File: config.mk
export PLATFORM = sky130hd
export DESIGN_NAME = sliding_window_byte_rate_meter_flat
export DESIGN_NICKNAME = d
export VERILOG_FILES = /design/src/design/swbrm_pkg.sv /design/src/design/swbrm_if.sv /design/src/design/sliding_window_byte_rate_meter.sv /design/src/flat_wrapper.sv
export SDC_FILE = /design/constraint.sdc
export NUM_CORES = 2
export LEC_CHECK = 0
export ABC_AREA = 1
export BUFFER_PORTS_ARGS = -buffer_cell sky130_fd_sc_hd__buf_4
export CORE_ASPECT_RATIO = 1.75
export CORE_MARGIN = 3
export CORE_UTILIZATION = 63
export DETAILED_ROUTE_END_ITERATION = 6
export GPL_TIMING_DRIVEN = 1
export HOLD_SLACK_MARGIN = 0.12
export PLACE_DENSITY = 0.79
export SLEW_MARGIN = 10
export SYNTH_ARGS = -nofsm -noshare
export SYNTH_HDL_FRONTEND = slang
export SYNTH_SLANG_ARGS = --single-unit
File: constraint.sdc
create_clock -name i_clk -period 7.29 [get_ports i_clk]
set_input_delay 1.458 -clock i_clk [delete_from_list [all_inputs] [get_ports i_clk]]
set_output_delay 1.458 -clock i_clk [all_outputs]
set_load 0.02 [all_outputs]
File: src/design/swbrm_pkg.sv
// Shared types and constants for the sliding window byte rate meter.
// No dependencies; compile first.
package swbrm_pkg;

    localparam int KIND_W   = 3;
    localparam int BYTE_W   = 16;
    localparam int VALUE_W  = 64;
    localparam int WIN_W    = 6;
    localparam int BUCKET_W = 32;

    localparam logic [WIN_W-1:0] WIN_RESET = 6'd10;

    typedef enum logic [KIND_W-1:0] {
        KIND_PACKET = 3'd0,
        KIND_TICK   = 3'd1,
        KIND_TOTAL  = 3'd2,
        KIND_RATE   = 3'd3,
        KIND_CLEAR  = 3'd4
    } t_kind;

endpackage

File: src/design/swbrm_if.sv
// Valid/ready channel interfaces for the meter request and response beats.
// Depends on swbrm_pkg for field widths.
interface swbrm_in_if;
    logic                             valid;
    logic                             ready;
    logic [swbrm_pkg::KIND_W-1:0]     kind;
    logic [swbrm_pkg::BYTE_W-1:0]     byte_count;

    modport source (output valid, output kind, output byte_count, input ready);
    modport sink   (input valid, input kind, input byte_count, output ready);
endinterface

interface swbrm_out_if;
    logic                             valid;
    logic                             ready;
    logic [swbrm_pkg::VALUE_W-1:0]    value;
    logic                             is_rate;
    logic                             not_ready;

    modport source (output valid, output value, output is_rate, output not_ready, input ready);
    modport sink   (input valid, input value, input is_rate, input not_ready, output ready);
endinterface

File: src/design/sliding_window_byte_rate_meter.sv
// Sliding window byte rate meter built around one bucket memory.
// Depends on swbrm_pkg and the channel interfaces in swbrm_if.sv.
//
// Usage:
//   i_req carries request beats (kind, byte_count); o_rsp carries answers
//   (value, is_rate, not_ready) for total and rate queries only. The window
//   register is written through i_cfg_we / i_cfg_wdata; the user must write
//   it only while the block idles; the block itself does not enforce this.
// Steps per request; packet and tick are split by the single bucket write port:
//   packet (zero next bucket, then write back the saturated sum),
//   tick (zero two buckets), total query (accept, load output),
//   rate query (walk the ring buckets, run the bit-serial divider, load the
//   output; before a full window of ticks it loads a not_ready answer).
//   A clear, and reset, sweep the memory one bucket a cycle, during which no
//   request is taken (window writes still are).
// o_rsp is a registered output: a stalled answer holds while the next request
// is taken; a further answer waits until the held one is consumed.
module sliding_window_byte_rate_meter #(
    parameter int MAX_BUCKETS = 64
) (
    input  logic                          i_clk,
    input  logic                          i_rst_n,
    input  logic                          i_cfg_we,
    input  logic [swbrm_pkg::WIN_W-1:0]   i_cfg_wdata,
    swbrm_in_if.sink                      i_req,
    swbrm_out_if.source                   o_rsp
);

    localparam int SW  = (MAX_BUCKETS > 1) ? $clog2(MAX_BUCKETS) : 1;
    localparam int CW  = $clog2(MAX_BUCKETS + 1);
    localparam int KW  = (CW > swbrm_pkg::WIN_W + 1) ? CW : swbrm_pkg::WIN_W + 1;
    localparam int BW  = swbrm_pkg::BUCKET_W;
    localparam int DW  = BW + CW;
    localparam int QCW = $clog2(DW + 1);
    localparam int VW  = swbrm_pkg::VALUE_W;

    typedef enum logic [6:0] {
        S_CLR  = 7'b0000001,
        S_IDLE = 7'b0000010,
        S_PKT  = 7'b0000100,
        S_TICK = 7'b0001000,
        S_SUM  = 7'b0010000,
        S_DIV  = 7'b0100000,
        S_EMIT = 7'b1000000
    } t_state;

    t_state                       r_state, n_state;
    logic [swbrm_pkg::WIN_W-1:0]  r_win;
    logic [SW-1:0]                r_slot, n_slot;
    logic [swbrm_pkg::WIN_W-1:0]  r_sec, n_sec;
    logic [VW-1:0]                r_total, n_total;
    logic [CW-1:0]                r_idx, n_idx;
    logic                         r_rd_pend, n_rd_pend;
    logic [SW-1:0]                r_wb_addr, n_wb_addr;
    logic [swbrm_pkg::BYTE_W-1:0] r_bytes, n_bytes;
    logic [KW-1:0]                r_ring, n_ring;
    logic [KW-1:0]                r_div, n_div;
    logic [DW-1:0]                r_sum, n_sum;
    logic [KW:0]                  r_rem, n_rem;
    logic [QCW-1:0]               r_dcnt, n_dcnt;
    logic [VW-1:0]                r_p_value, n_p_value;
    logic                         r_p_is_rate, n_p_is_rate;
    logic                         r_p_not_ready, n_p_not_ready;
    logic                         r_o_valid, n_o_valid;
    logic [VW-1:0]                r_o_value, n_o_value;
    logic                         r_o_is_rate, n_o_is_rate;
    logic                         r_o_not_ready, n_o_not_ready;

    logic [BW-1:0]                r_mem [MAX_BUCKETS];
    logic [BW-1:0]                r_rd_data;
    logic                         wr_en;
    logic [SW-1:0]                wr_addr;
    logic [BW-1:0]                wr_data;
    logic [SW-1:0]                rd_addr;

    logic [KW-1:0]                win_raw, eff_win, ring;
    logic [SW-1:0]                cur, nxt1, nxt2;
    logic                         in_rdy, acc;
    logic [BW:0]                  sat_add;
    logic [KW:0]                  shifted;
    logic                         qbit;

    function automatic logic [SW-1:0] ring_next(input logic [SW-1:0] s,
                                                input logic [KW-1:0] rg);
        logic [KW-1:0] t;
        t = KW'(s) + KW'(1);
        return (t >= rg) ? '0 : t[SW-1:0];
    endfunction

    always_comb begin
        win_raw = KW'(r_win);
        if (win_raw == '0) begin
            eff_win = KW'(1);
        end else if (win_raw > KW'(MAX_BUCKETS - 1)) begin
            eff_win = KW'(MAX_BUCKETS - 1);
        end else begin
            eff_win = win_raw;
        end
        ring = eff_win + KW'(1);
        cur  = (KW'(r_slot) < ring) ? r_slot : '0;
        nxt1 = ring_next(cur, ring);
        nxt2 = ring_next(nxt1, ring);
    end

    assign in_rdy      = (r_state == S_IDLE);
    assign acc         = in_rdy && i_req.valid;
    assign i_req.ready = in_rdy;

    assign sat_add = {1'b0, r_rd_data} + (BW + 1)'(r_bytes);
    assign shifted = {r_rem[KW-1:0], r_sum[DW-1]};
    assign qbit    = (shifted >= {1'b0, r_div});

    always_comb begin
        n_state       = r_state;
        n_slot        = r_slot;
        n_sec         = r_sec;
        n_total       = r_total;
        n_idx         = r_idx;
        n_rd_pend     = r_rd_pend;
        n_wb_addr     = r_wb_addr;
        n_bytes       = r_bytes;
        n_ring        = r_ring;
        n_div         = r_div;
        n_sum         = r_sum;
        n_rem         = r_rem;
        n_dcnt        = r_dcnt;
        n_p_value     = r_p_value;
        n_p_is_rate   = r_p_is_rate;
        n_p_not_ready = r_p_not_ready;
        n_o_valid     = r_o_valid && !o_rsp.ready;
        n_o_value     = r_o_value;
        n_o_is_rate   = r_o_is_rate;
        n_o_not_ready = r_o_not_ready;
        wr_en         = 1'b0;
        wr_addr       = r_wb_addr;
        wr_data       = '0;
        rd_addr       = cur;

        case (r_state)
            S_CLR: begin
                wr_en   = 1'b1;
                wr_addr = r_idx[SW-1:0];
                if (r_idx == CW'(MAX_BUCKETS - 1)) begin
                    n_idx   = '0;
                    n_state = S_IDLE;
                end else begin
                    n_idx = r_idx + CW'(1);
                end
            end
            S_IDLE: begin
                if (acc) begin
                    case (swbrm_pkg::t_kind'(i_req.kind))
                        swbrm_pkg::KIND_PACKET: begin
                            // zero the next bucket now, read the current one
                            wr_en     = 1'b1;
                            wr_addr   = nxt1;
                            n_wb_addr = cur;
                            n_bytes   = i_req.byte_count;
                            n_slot    = cur;
                            n_total   = r_total + VW'(i_req.byte_count);
                            n_state   = S_PKT;
                        end
                        swbrm_pkg::KIND_TICK: begin
                            wr_en     = 1'b1;
                            wr_addr   = nxt1;
                            n_wb_addr = nxt2;
                            n_slot    = nxt1;
                            if (KW'(r_sec) >= eff_win) begin
                                n_sec = eff_win[swbrm_pkg::WIN_W-1:0];
                            end else begin
                                n_sec = r_sec + swbrm_pkg::WIN_W'(1);
                            end
                            n_state = S_TICK;
                        end
                        swbrm_pkg::KIND_TOTAL: begin
                            n_p_value     = r_total;
                            n_p_is_rate   = 1'b0;
                            n_p_not_ready = 1'b0;
                            n_state       = S_EMIT;
                        end
                        swbrm_pkg::KIND_RATE: begin
                            n_p_is_rate = 1'b1;
                            if (KW'(r_sec) < eff_win) begin
                                n_p_value     = '0;
                                n_p_not_ready = 1'b1;
                                n_state       = S_EMIT;
                            end else begin
                                n_p_not_ready = 1'b0;
                                n_ring        = ring;
                                n_div         = eff_win;
                                n_idx         = '0;
                                n_rd_pend     = 1'b0;
                                n_sum         = '0;
                                n_state       = S_SUM;
                            end
                        end
                        swbrm_pkg::KIND_CLEAR: begin
                            n_slot  = '0;
                            n_sec   = '0;
                            n_total = '0;
                            n_idx   = '0;
                            n_state = S_CLR;
                        end
                        default: begin
                        end
                    endcase
                end
            end
            S_PKT: begin
                wr_en   = 1'b1;
                wr_data = sat_add[BW] ? '1 : sat_add[BW-1:0];
                n_state = S_IDLE;
            end
            S_TICK: begin
                wr_en   = 1'b1;
                n_state = S_IDLE;
            end
            S_SUM: begin
                // read data is registered, so it arrives the cycle after its address
                rd_addr = r_idx[SW-1:0];
                if (r_rd_pend) begin
                    n_sum = r_sum + DW'(r_rd_data);
                end
                if (KW'(r_idx) != r_ring) begin
                    n_idx     = r_idx + CW'(1);
                    n_rd_pend = 1'b1;
                end else begin
                    n_rd_pend = 1'b0;
                    n_rem     = '0;
                    n_dcnt    = '0;
                    n_state   = S_DIV;
                end
            end
            S_DIV: begin
                n_rem  = qbit ? (shifted - {1'b0, r_div}) : shifted;
                n_sum  = {r_sum[DW-2:0], qbit};
                n_dcnt = r_dcnt + QCW'(1);
                if (r_dcnt == QCW'(DW - 1)) begin
                    n_p_value = VW'({r_sum[DW-2:0], qbit});
                    n_state   = S_EMIT;
                end
            end
            S_EMIT: begin
                // hold until the output register is free
                if (!r_o_valid || o_rsp.ready) begin
                    n_o_valid     = 1'b1;
                    n_o_value     = r_p_value;
                    n_o_is_rate   = r_p_is_rate;
                    n_o_not_ready = r_p_not_ready;
                    n_state       = S_IDLE;
                end
            end
            default: begin
                n_state = S_IDLE;
            end
        endcase
    end

    always_ff @(posedge i_clk) begin
        if (wr_en) begin
            r_mem[wr_addr] <= wr_data;
        end
        r_rd_data <= r_mem[rd_addr];
    end

    always_ff @(posedge i_clk) begin
        if (!i_rst_n) begin
            r_state   <= S_CLR;
            r_win     <= swbrm_pkg::WIN_RESET;
            r_slot    <= '0;
            r_sec     <= '0;
            r_total   <= '0;
            r_idx     <= '0;
            r_rd_pend <= 1'b0;
            r_o_valid <= 1'b0;
        end else begin
            r_state   <= n_state;
            if (i_cfg_we) begin
                r_win <= i_cfg_wdata;
            end
            r_slot    <= n_slot;
            r_sec     <= n_sec;
            r_total   <= n_total;
            r_idx     <= n_idx;
            r_rd_pend <= n_rd_pend;
            r_o_valid <= n_o_valid;
        end
    end

    always_ff @(posedge i_clk) begin
        r_wb_addr     <= n_wb_addr;
        r_bytes       <= n_bytes;
        r_ring        <= n_ring;
        r_div         <= n_div;
        r_sum         <= n_sum;
        r_rem         <= n_rem;
        r_dcnt        <= n_dcnt;
        r_p_value     <= n_p_value;
        r_p_is_rate   <= n_p_is_rate;
        r_p_not_ready <= n_p_not_ready;
        r_o_value     <= n_o_value;
        r_o_is_rate   <= n_o_is_rate;
        r_o_not_ready <= n_o_not_ready;
    end

    assign o_rsp.valid     = r_o_valid;
    assign o_rsp.value     = r_o_value;
    assign o_rsp.is_rate   = r_o_is_rate;
    assign o_rsp.not_ready = r_o_not_ready;

`ifndef SYNTHESIS
    a_clear_zeroes: assert property (@(posedge i_clk) disable iff (!i_rst_n)
        (acc && i_req.kind == swbrm_pkg::KIND_CLEAR) |=>
        (r_total == '0 && r_sec == '0 && r_state == S_CLR))
        else $error("clear did not zero total and second count");

    a_sweep_writes_zero: assert property (@(posedge i_clk) disable iff (!i_rst_n)
        (r_state == S_CLR) |-> (wr_en && wr_data == '0))
        else $error("clear sweep skipped a bucket");

    a_div_nonzero: assert property (@(posedge i_clk) disable iff (!i_rst_n)
        (r_state == S_DIV) |-> (r_div != '0))
        else $error("divider running with zero divisor");

    a_not_ready_answer: assert property (@(posedge i_clk) disable iff (!i_rst_n)
        (r_o_valid && r_o_not_ready) |-> (r_o_is_rate && r_o_value == '0))
        else $error("not-ready answer carries a value");
`endif

endmodule

File: src/flat_wrapper.sv
// flat-port wrapper written by rule: the top's interface ports become plain ports
module sliding_window_byte_rate_meter_flat 
#(
    parameter int MAX_BUCKETS = 64
)
  (i_clk, i_rst_n, i_cfg_we, i_cfg_wdata, i_req_valid, i_req_kind, i_req_byte_count, i_req_ready, o_rsp_valid, o_rsp_value, o_rsp_is_rate, o_rsp_not_ready, o_rsp_ready);
  swbrm_in_if i_req_i ();
  swbrm_out_if o_rsp_i ();
  input  logic i_clk;
  input  logic i_rst_n;
  input  logic i_cfg_we;
  input  logic [swbrm_pkg::WIN_W-1:0] i_cfg_wdata;
  input wire logic [$bits(i_req_i.valid)-1:0] i_req_valid;
  input wire logic [$bits(i_req_i.kind)-1:0] i_req_kind;
  input wire logic [$bits(i_req_i.byte_count)-1:0] i_req_byte_count;
  output wire logic [$bits(i_req_i.ready)-1:0] i_req_ready;
  output wire logic [$bits(o_rsp_i.valid)-1:0] o_rsp_valid;
  output wire logic [$bits(o_rsp_i.value)-1:0] o_rsp_value;
  output wire logic [$bits(o_rsp_i.is_rate)-1:0] o_rsp_is_rate;
  output wire logic [$bits(o_rsp_i.not_ready)-1:0] o_rsp_not_ready;
  input wire logic [$bits(o_rsp_i.ready)-1:0] o_rsp_ready;
  assign i_req_i.valid = i_req_valid;
  assign i_req_i.kind = i_req_kind;
  assign i_req_i.byte_count = i_req_byte_count;
  assign i_req_ready = i_req_i.ready;
  assign o_rsp_valid = o_rsp_i.valid;
  assign o_rsp_value = o_rsp_i.value;
  assign o_rsp_is_rate = o_rsp_i.is_rate;
  assign o_rsp_not_ready = o_rsp_i.not_ready;
  assign o_rsp_i.ready = o_rsp_ready;
  sliding_window_byte_rate_meter #(.MAX_BUCKETS(MAX_BUCKETS)) u_core (.i_clk(i_clk), .i_rst_n(i_rst_n), .i_cfg_we(i_cfg_we), .i_cfg_wdata(i_cfg_wdata), .i_req(i_req_i), .o_rsp(o_rsp_i));
endmodule
**Yosys cells after proc, flatten, opt, wreduce, memory -nomap -nowiden**

Memory sizes are Yosys's and may differ from the RTL's. A register that Yosys moved wholly into a read port is not among the register bits.
Index checks and enable logic that the tools add are counted.

- Add/subtract/negate cells: 10
- Order comparisons: 6
- Equal/unequal tests: 28
- Multiplexer cells: 59
- Bitwise gates (word level): 1
- Reduce and logical (&&, ||, !) cells: 33

Operators with widths:

| kind | number |
|---|---|
| $pmux 64 s2 | 3 |
| $mux 64 | 3 |
| $mux 39 | 4 |
| $pmux 39 s3 | 1 |
| $mux 7 | 12 |
| $pmux 7 s5 | 2 |
| $add 64x16->64 | 1 |
| $mux 32 | 2 |
| $mux 6 | 9 |
| $pmux 6 s2 | 4 |
| $add 39x32->39 | 1 |
| $add 32x16->33 | 1 |
| $pmux 7 s2 | 2 |
| $add 6x1->7 const B | 3 |
| $pmux 7 s3 | 1 |
| $pmux 6 s3 | 1 |
| $reduce_and 3->1 | 6 |
| $reduce_and 5->1 | 3 |
| $eq 7x6->1 const B | 2 |
| $ge 7x7->1 | 2 |
| $reduce_bool 2->1 | 7 |
| $add 6x1->6 const B | 2 |
| $ne 3x3->1 const B | 4 |
| $mux 1 | 11 |
| other kinds (33) | 50 |

- Register bits: 318
- Memory bits (writable): 2048
- Input port bits: 30
- Output and inout bits: 68
- Memories kept: 1

Memories:

| memory | words | bits a word | read ports | clocked after memory_dff | write ports | line | source |
|---|---|---|---|---|---|---|---|
| u_core.r_mem | 64 | 32 | 1 | 1 | 1 | sliding_window_byte_rate_meter.sv:69 | `logic [BW-1:0] r_mem [MAX_BUCKETS];` |

**Depth between registers and ports, before layout**

- Depth in word-level cells: 12
- Depth in mapped cells: 45
- Gate-level depth less buffers: 45

**Worst setup path before layout**

No wires, ideal clock.

- Path kind: register -> register
- Start: register u_core.r_win[2] in the netlist's numbering
- End: memory u_core.r_mem[25][0] in the netlist's numbering (enable)
- Arrival time: 5327 ps
- Data required time: 6869 ps
- Slack: 1542 ps
- Cell stages (with the launch flop): 36
- Buffers on the path: 0
- Period minus slack after synthesis: 5748 ps
- Path through: dfxtp_1 nor2_1 nand3_1 nand2_1 nor2_1 nor2_1 inv_1 ha_1 nand2_1 inv_1 nand2_1 nand2_1 nand3_1 nand2_2 inv_1 nand2_1 inv_1 ha_1 xor2_1 inv_1 ha_1 o21a_1 o211ai_1 nand3b_1 o21ai_0 inv_1 nand2_2 nand2_4 nor2_4 nand2_1 nand2_1 o21a_1 inv_1 nor2_2 nand2_2 nor2_1

- Longest elaborated chain between the ends: 11

RTL lines:

| what | line | source |
|---|---|---|
| start: declaration | sliding_window_byte_rate_meter.sv:48 | `logic [swbrm_pkg::WIN_W-1:0] r_win;` |
| start signal: assignment | sliding_window_byte_rate_meter.sv:269 | `r_win <= swbrm_pkg::WIN_RESET;` |
| start signal: assignment | sliding_window_byte_rate_meter.sv:279 | `r_win <= i_cfg_wdata;` |
| $logic_not 6->1 * | sliding_window_byte_rate_meter.sv:92 | `if (win_raw == '0) begin` |
| $mux 6 * | sliding_window_byte_rate_meter.sv:92 |  |
| named net u_core.eff_win[0] | sliding_window_byte_rate_meter.sv:76 | `logic [KW-1:0] win_raw, eff_win, ring;` |
| $add 6x1->7 * | sliding_window_byte_rate_meter.sv:99 | `ring = eff_win + KW'(1);` |
| named net u_core.ring[1] | sliding_window_byte_rate_meter.sv:76 |  |
| $lt 6x7->1 | sliding_window_byte_rate_meter.sv:100 | `cur = (KW'(r_slot) < ring) ? r_slot : '0;` |
| $mux 6 | sliding_window_byte_rate_meter.sv:100 |  |
| $add 6x1->7 | sliding_window_byte_rate_meter.sv:86 | `t = KW'(s) + KW'(1);` |
| $ge 7x7->1 | sliding_window_byte_rate_meter.sv:87 | `return (t >= rg) ? '0 : t[SW-1:0];` |
| $mux 6 * | sliding_window_byte_rate_meter.sv:87 |  |
| $mux 6 * | sliding_window_byte_rate_meter.sv:152 | `case (swbrm_pkg::t_kind'(i_req.kind))` |
| $mux 6 * | sliding_window_byte_rate_meter.sv:151 | `if (acc) begin` |
| $pmux 6 s2 * | sliding_window_byte_rate_meter.sv:139 | `case (r_state)` |
| end: declaration | sliding_window_byte_rate_meter.sv:69 |  |

The timed path passes the listed nets; every way through them passes the cells marked *.

**Worst setup path after layout**

- Start: register u_core.r_win[1] in the netlist's numbering
- End: memory u_core.r_mem[9][18] in the netlist's numbering (enable)

- Longest elaborated chain between the ends: 11

RTL lines:

| what | line |
|---|---|
| $logic_not 6->1 | sliding_window_byte_rate_meter.sv:92 |
| $mux 6 * | sliding_window_byte_rate_meter.sv:92 |
| $add 6x1->7 * | sliding_window_byte_rate_meter.sv:99 |
| $lt 6x7->1 | sliding_window_byte_rate_meter.sv:100 |
| $mux 6 | sliding_window_byte_rate_meter.sv:100 |
| $add 6x1->7 | sliding_window_byte_rate_meter.sv:86 |
| $ge 7x7->1 | sliding_window_byte_rate_meter.sv:87 |
| $mux 6 * | sliding_window_byte_rate_meter.sv:87 |
| $mux 6 * | sliding_window_byte_rate_meter.sv:152 |
| $mux 6 * | sliding_window_byte_rate_meter.sv:151 |
| $pmux 6 s2 * | sliding_window_byte_rate_meter.sv:139 |

Every way passes the cells marked *; elsewhere a longest branch is shown, timed or not.

==> results.ini <==
[outcome]
status = complete, but fails checks
violations = design-rule violations

[grt]
use_met1 = 0.3974
grt.met2_usage = 0.5444
overflow = 0
grt_pass1_vias = 65520
grt.total_usage = 0.3289
grt_pass1_wl_um = 398800
grt_max_degree = 247
antenna_found_initial = 8
grt.busiest_layer = met2
met3_usage = 0.05454

[sta]
finalSetupViolations = 0
whs_ps = 417.5
clock.fmax_mhz = 154.3
rsz0062_at_grt = false
finalClockSkew_ps = 31.43
timing.final.max_slew_violations = 0
finalSetupTns_ps = 0
hold_viol_final = 0
fin_crit_sh = 0.8891
tightest_slew_ps = 1369
slew_headroom = 0.08503
post-route-min-period_ps = 6482

[logic_synthesis]
synth_top_family_by_area = compound AO/OA/AOI/OAI gates
syn_area_um2 = 98730
synth_ff_type = edfxtp_1
synth-seq-area-share = 0.7159
async_flop_share = 0
yosys.area_share.adder = 0.01310
synth_edf_count = 2267
synth-xor-area-share = 0.005500
ys_warn_count = 0
synth.area.mux_share = 0
avgSynthCellArea_um2 = 12.57
syn-num-nets = 7984
ys_types = 58
synth_compound_area_frac = 0.1403
synth-seq-cells = 2397
yosys.area_share.simple = 0.09063
synthCells = 7853

[floorplanning]
initial_core_util = 0.6356
ios = 98
die_area_um2 = 161700
rows = 191
design.core.area_um2 = 155300
die_width_um = 305.2
fp.dieH_um = 529.7

[route]
via_count = 67550
firstDrtPassIters = 7
drt_iter0_drc = 8628
wl_per_cell_um = 27.02
viasPerCell = 6.733
wl_um = 271100
ant_nets = 0
drc = 7

[clock_tree]
root_buffer = clkbuf_16
cts_hold_buf = 0
clockBufferDepth = 4
clock_sinks = 2397
h-tree-depth = 4
clock_latency_ps = 830
ctsResizeCount = 0
cts_buffers = 197
cts_tree = done
cts.clk_slew.worst_paths_ps = 70
post-cts-setup-buffers = 0

[setup_path]
required_ps = 7800
startpoint = u_core.r_win[1]
cp_slowest_cell = nor2_4
critical-path-top-cell-by-count = nand2_1
cp_max_fo = 18
timing.rr.start = u_core.r_win[1]
path_class = flip-flop to flip-flop
slowest_delay_ps = 750
arrival_ps = 6990
cp-end-kind = flip-flop
worst_setup_path_start_kind = flip-flop

[cells_and_area]
drive_gt1_frac = 0.1027
syn_to_final_growth_pct = 10.21
fill_cells = 10040
multi_input_area_um2 = 25400
final-seq-area_um2 = 70680
fin_nets = 7978

[power]
seq_power_share = 0.471
switching_share = 0.3116
vdd_drop_max_mv = 0.2093
p_sw_w = 0.01069
power.leakage_nw = 36.40
power_density_nw_per_um2 = 315.2
internal_power_w = 0.02361
power_frac_comb = 0.220
p_clk_frac = 0.309

[job]
maxCapViolations = 0

[placement]
dp_hpwl_um = 162800
numPortBuffers = 97
gp_congestion = 0.9648

[hold_path]
hold_class = flip-flop to flip-flop
hp-start = u_core.r_p_value[63]

## registers in the layout, indices dropped and copies added (netlist names), 7 cells and up
name and flops:
u_core.o_rsp.value 64, u_core.r_bytes 16, u_core.r_idx 7, u_core.r_mem 2048
u_core.r_p_value 64, u_core.r_rd_data 32, u_core.r_rem 7, u_core.r_ring 7
u_core.r_state 7, u_core.r_sum 39, u_core.r_total 64
## power by group through the flow
stage / Combinational, W / Clock, W / Sequential, W
after detailed placement: 0.00724 / 0 / 0.0164
after CTS: 0.00731 / 0.0106 / 0.0161
after floorplan: 0.00438 / 0 / 0.0164
after global placement: 0.00707 / 0 / 0.0164
after global routing: 0.00796 / 0.0112 / 0.0162
final: 0.00753 / 0.0106 / 0.0162
## logic make-up (layout without fill, tap and decap cells)
| group | Yosys count | in the layout |
|---|---|---|
| other | 0 | 3 |
| DFF | 2397 | 2397 |
| xor gates and xnor gates | 62 | 62 |
| buffers and inverters | 838 | 990 |
| adders and majority gates | 101 | 101 |
| AOI/OAI and AO/OA | 2313 | 2313 |
| and+or+nand+nor | 2142 | 2142 |
## stage by stage
step	utilization	instances	total power, W	worst slack [ps]	area, um2
floorplan	-	7853	0.02075	1542	98730
global placement	0.6595	9674	0.02348	869.8	102500
detailed placement	0.6595	9674	0.02367	860.1	102500
CTS	0.7004	10030	0.03409	850.0	108800
global route	0.7004	10030	0.03535	301.7	108800
finish	0.7005	10030	0.03430	808.1	108800
## worst paths after layout
kind	endpoint	slack, ps	depth (start not counted)
setup / recovery	u_core.r_mem[9][18]	810	33
hold reg to reg	u_core.o_rsp.value[63]	420	0
setup reg to reg	u_core.r_mem[9][18]	810	33
hold / removal	u_core.o_rsp.value[63]	420	0
## critical path, delay by kind of cell, from the launching register on
kind | cells | cell delay, ps
xor gates and xnor gates | 1 | 310
AOI/OAI and AO/OA | 6 | 840
adders and majority gates | 3 | 840
and+or+nand+nor | 16 | 2820
buffers and inverters | 7 | 870
DFF | 1 | 430
## metal layers
layer / routed length, um / vias up / part of all wire
met1: 89070 / 32670 / 0.33
li1: - / 29240 / -
met2: 131500 / 4663 / 0.49
met3: 29100 / 983 / 0.11
met5: 36 / - / 0.00013
met4: 21370 / 6 / 0.079
## cells in the mapped netlist (all sizes together) (2+ instances only)
cell | n | share of area
nand4 | 20 | 0.0013
clkbuf | 324 | 0.012
o221ai | 223 | 0.020
o22ai | 235 | 0.015
xor2 | 39 | 0.0035
o21ai | 1214 | 0.062
nor4 | 16 | 0.0012
a31oi | 17 | 0.0011
edfxtp | 2267 | 0.69
a211oi | 2 | 0.00015
inv | 347 | 0.013
a21boi | 7 | 0.00053
o32ai | 18 | 0.0016
or2 | 93 | 0.0059
buf | 166 | 0.0091
xnor2 | 23 | 0.0020
fa | 4 | 0.00081
nor3 | 65 | 0.0033
o2111a | 2 | 0.00023
a41oi | 2 | 0.00018
nand3 | 254 | 0.013
and2 | 2 | 0.00013
o21a | 17 | 0.0013
nand2 | 394 | 0.015
nor2 | 1280 | 0.049
a21oi | 209 | 0.011
ha | 97 | 0.012
a22oi | 3 | 0.00028
and3 | 5 | 0.00032
a221oi | 6 | 0.00053
o211ai | 345 | 0.026
nor3b | 5 | 0.00038
nand3b | 7 | 0.00053
o2111ai | 2 | 0.00018
dfxtp | 130 | 0.026
o21bai | 7 | 0.00053
## area by class of cell
class | instances | area share
Multi-Input combinational cell | 4618 | 0.2335
Timing Repair Buffer | 285 | 0.02300
Tap cell | 2026 | 0.02330
Antenna cell | 3 | 0.00006899
Inverter | 348 | 0.01226
Clock inverter | 123 | 0.01110
Clock buffer | 234 | 0.04726
Sequential cell | 2397 | 0.6496
## cells in the final DEF, fill, tap and decap left out, types with 8 or more instances in the layout
cell,instances
a21oi_1,193
a21oi_4,15
a31oi_1,16
buf_12,29
buf_4,256
bufinv_16,22
clkbuf_1,33
clkbuf_16,200
clkinv_1,39
clkinv_2,41
clkinv_4,8
dfxtp_1,130
edfxtp_1,2267
ha_1,97
inv_1,320
inv_2,23
nand2_1,378
nand2_2,15
nand3_1,254
nand4_1,20
nor2_1,1195
nor2_2,14
nor2_4,71
nor3_1,65
nor4_1,13
o211ai_1,344
o21a_1,17
o21ai_0,1063
o21ai_1,144
o221ai_1,223
o22ai_1,235
o32ai_1,18
or2_2,93
xnor2_1,23
xor2_1,39
No activity file was read; power rests on OpenSTA's default activity.
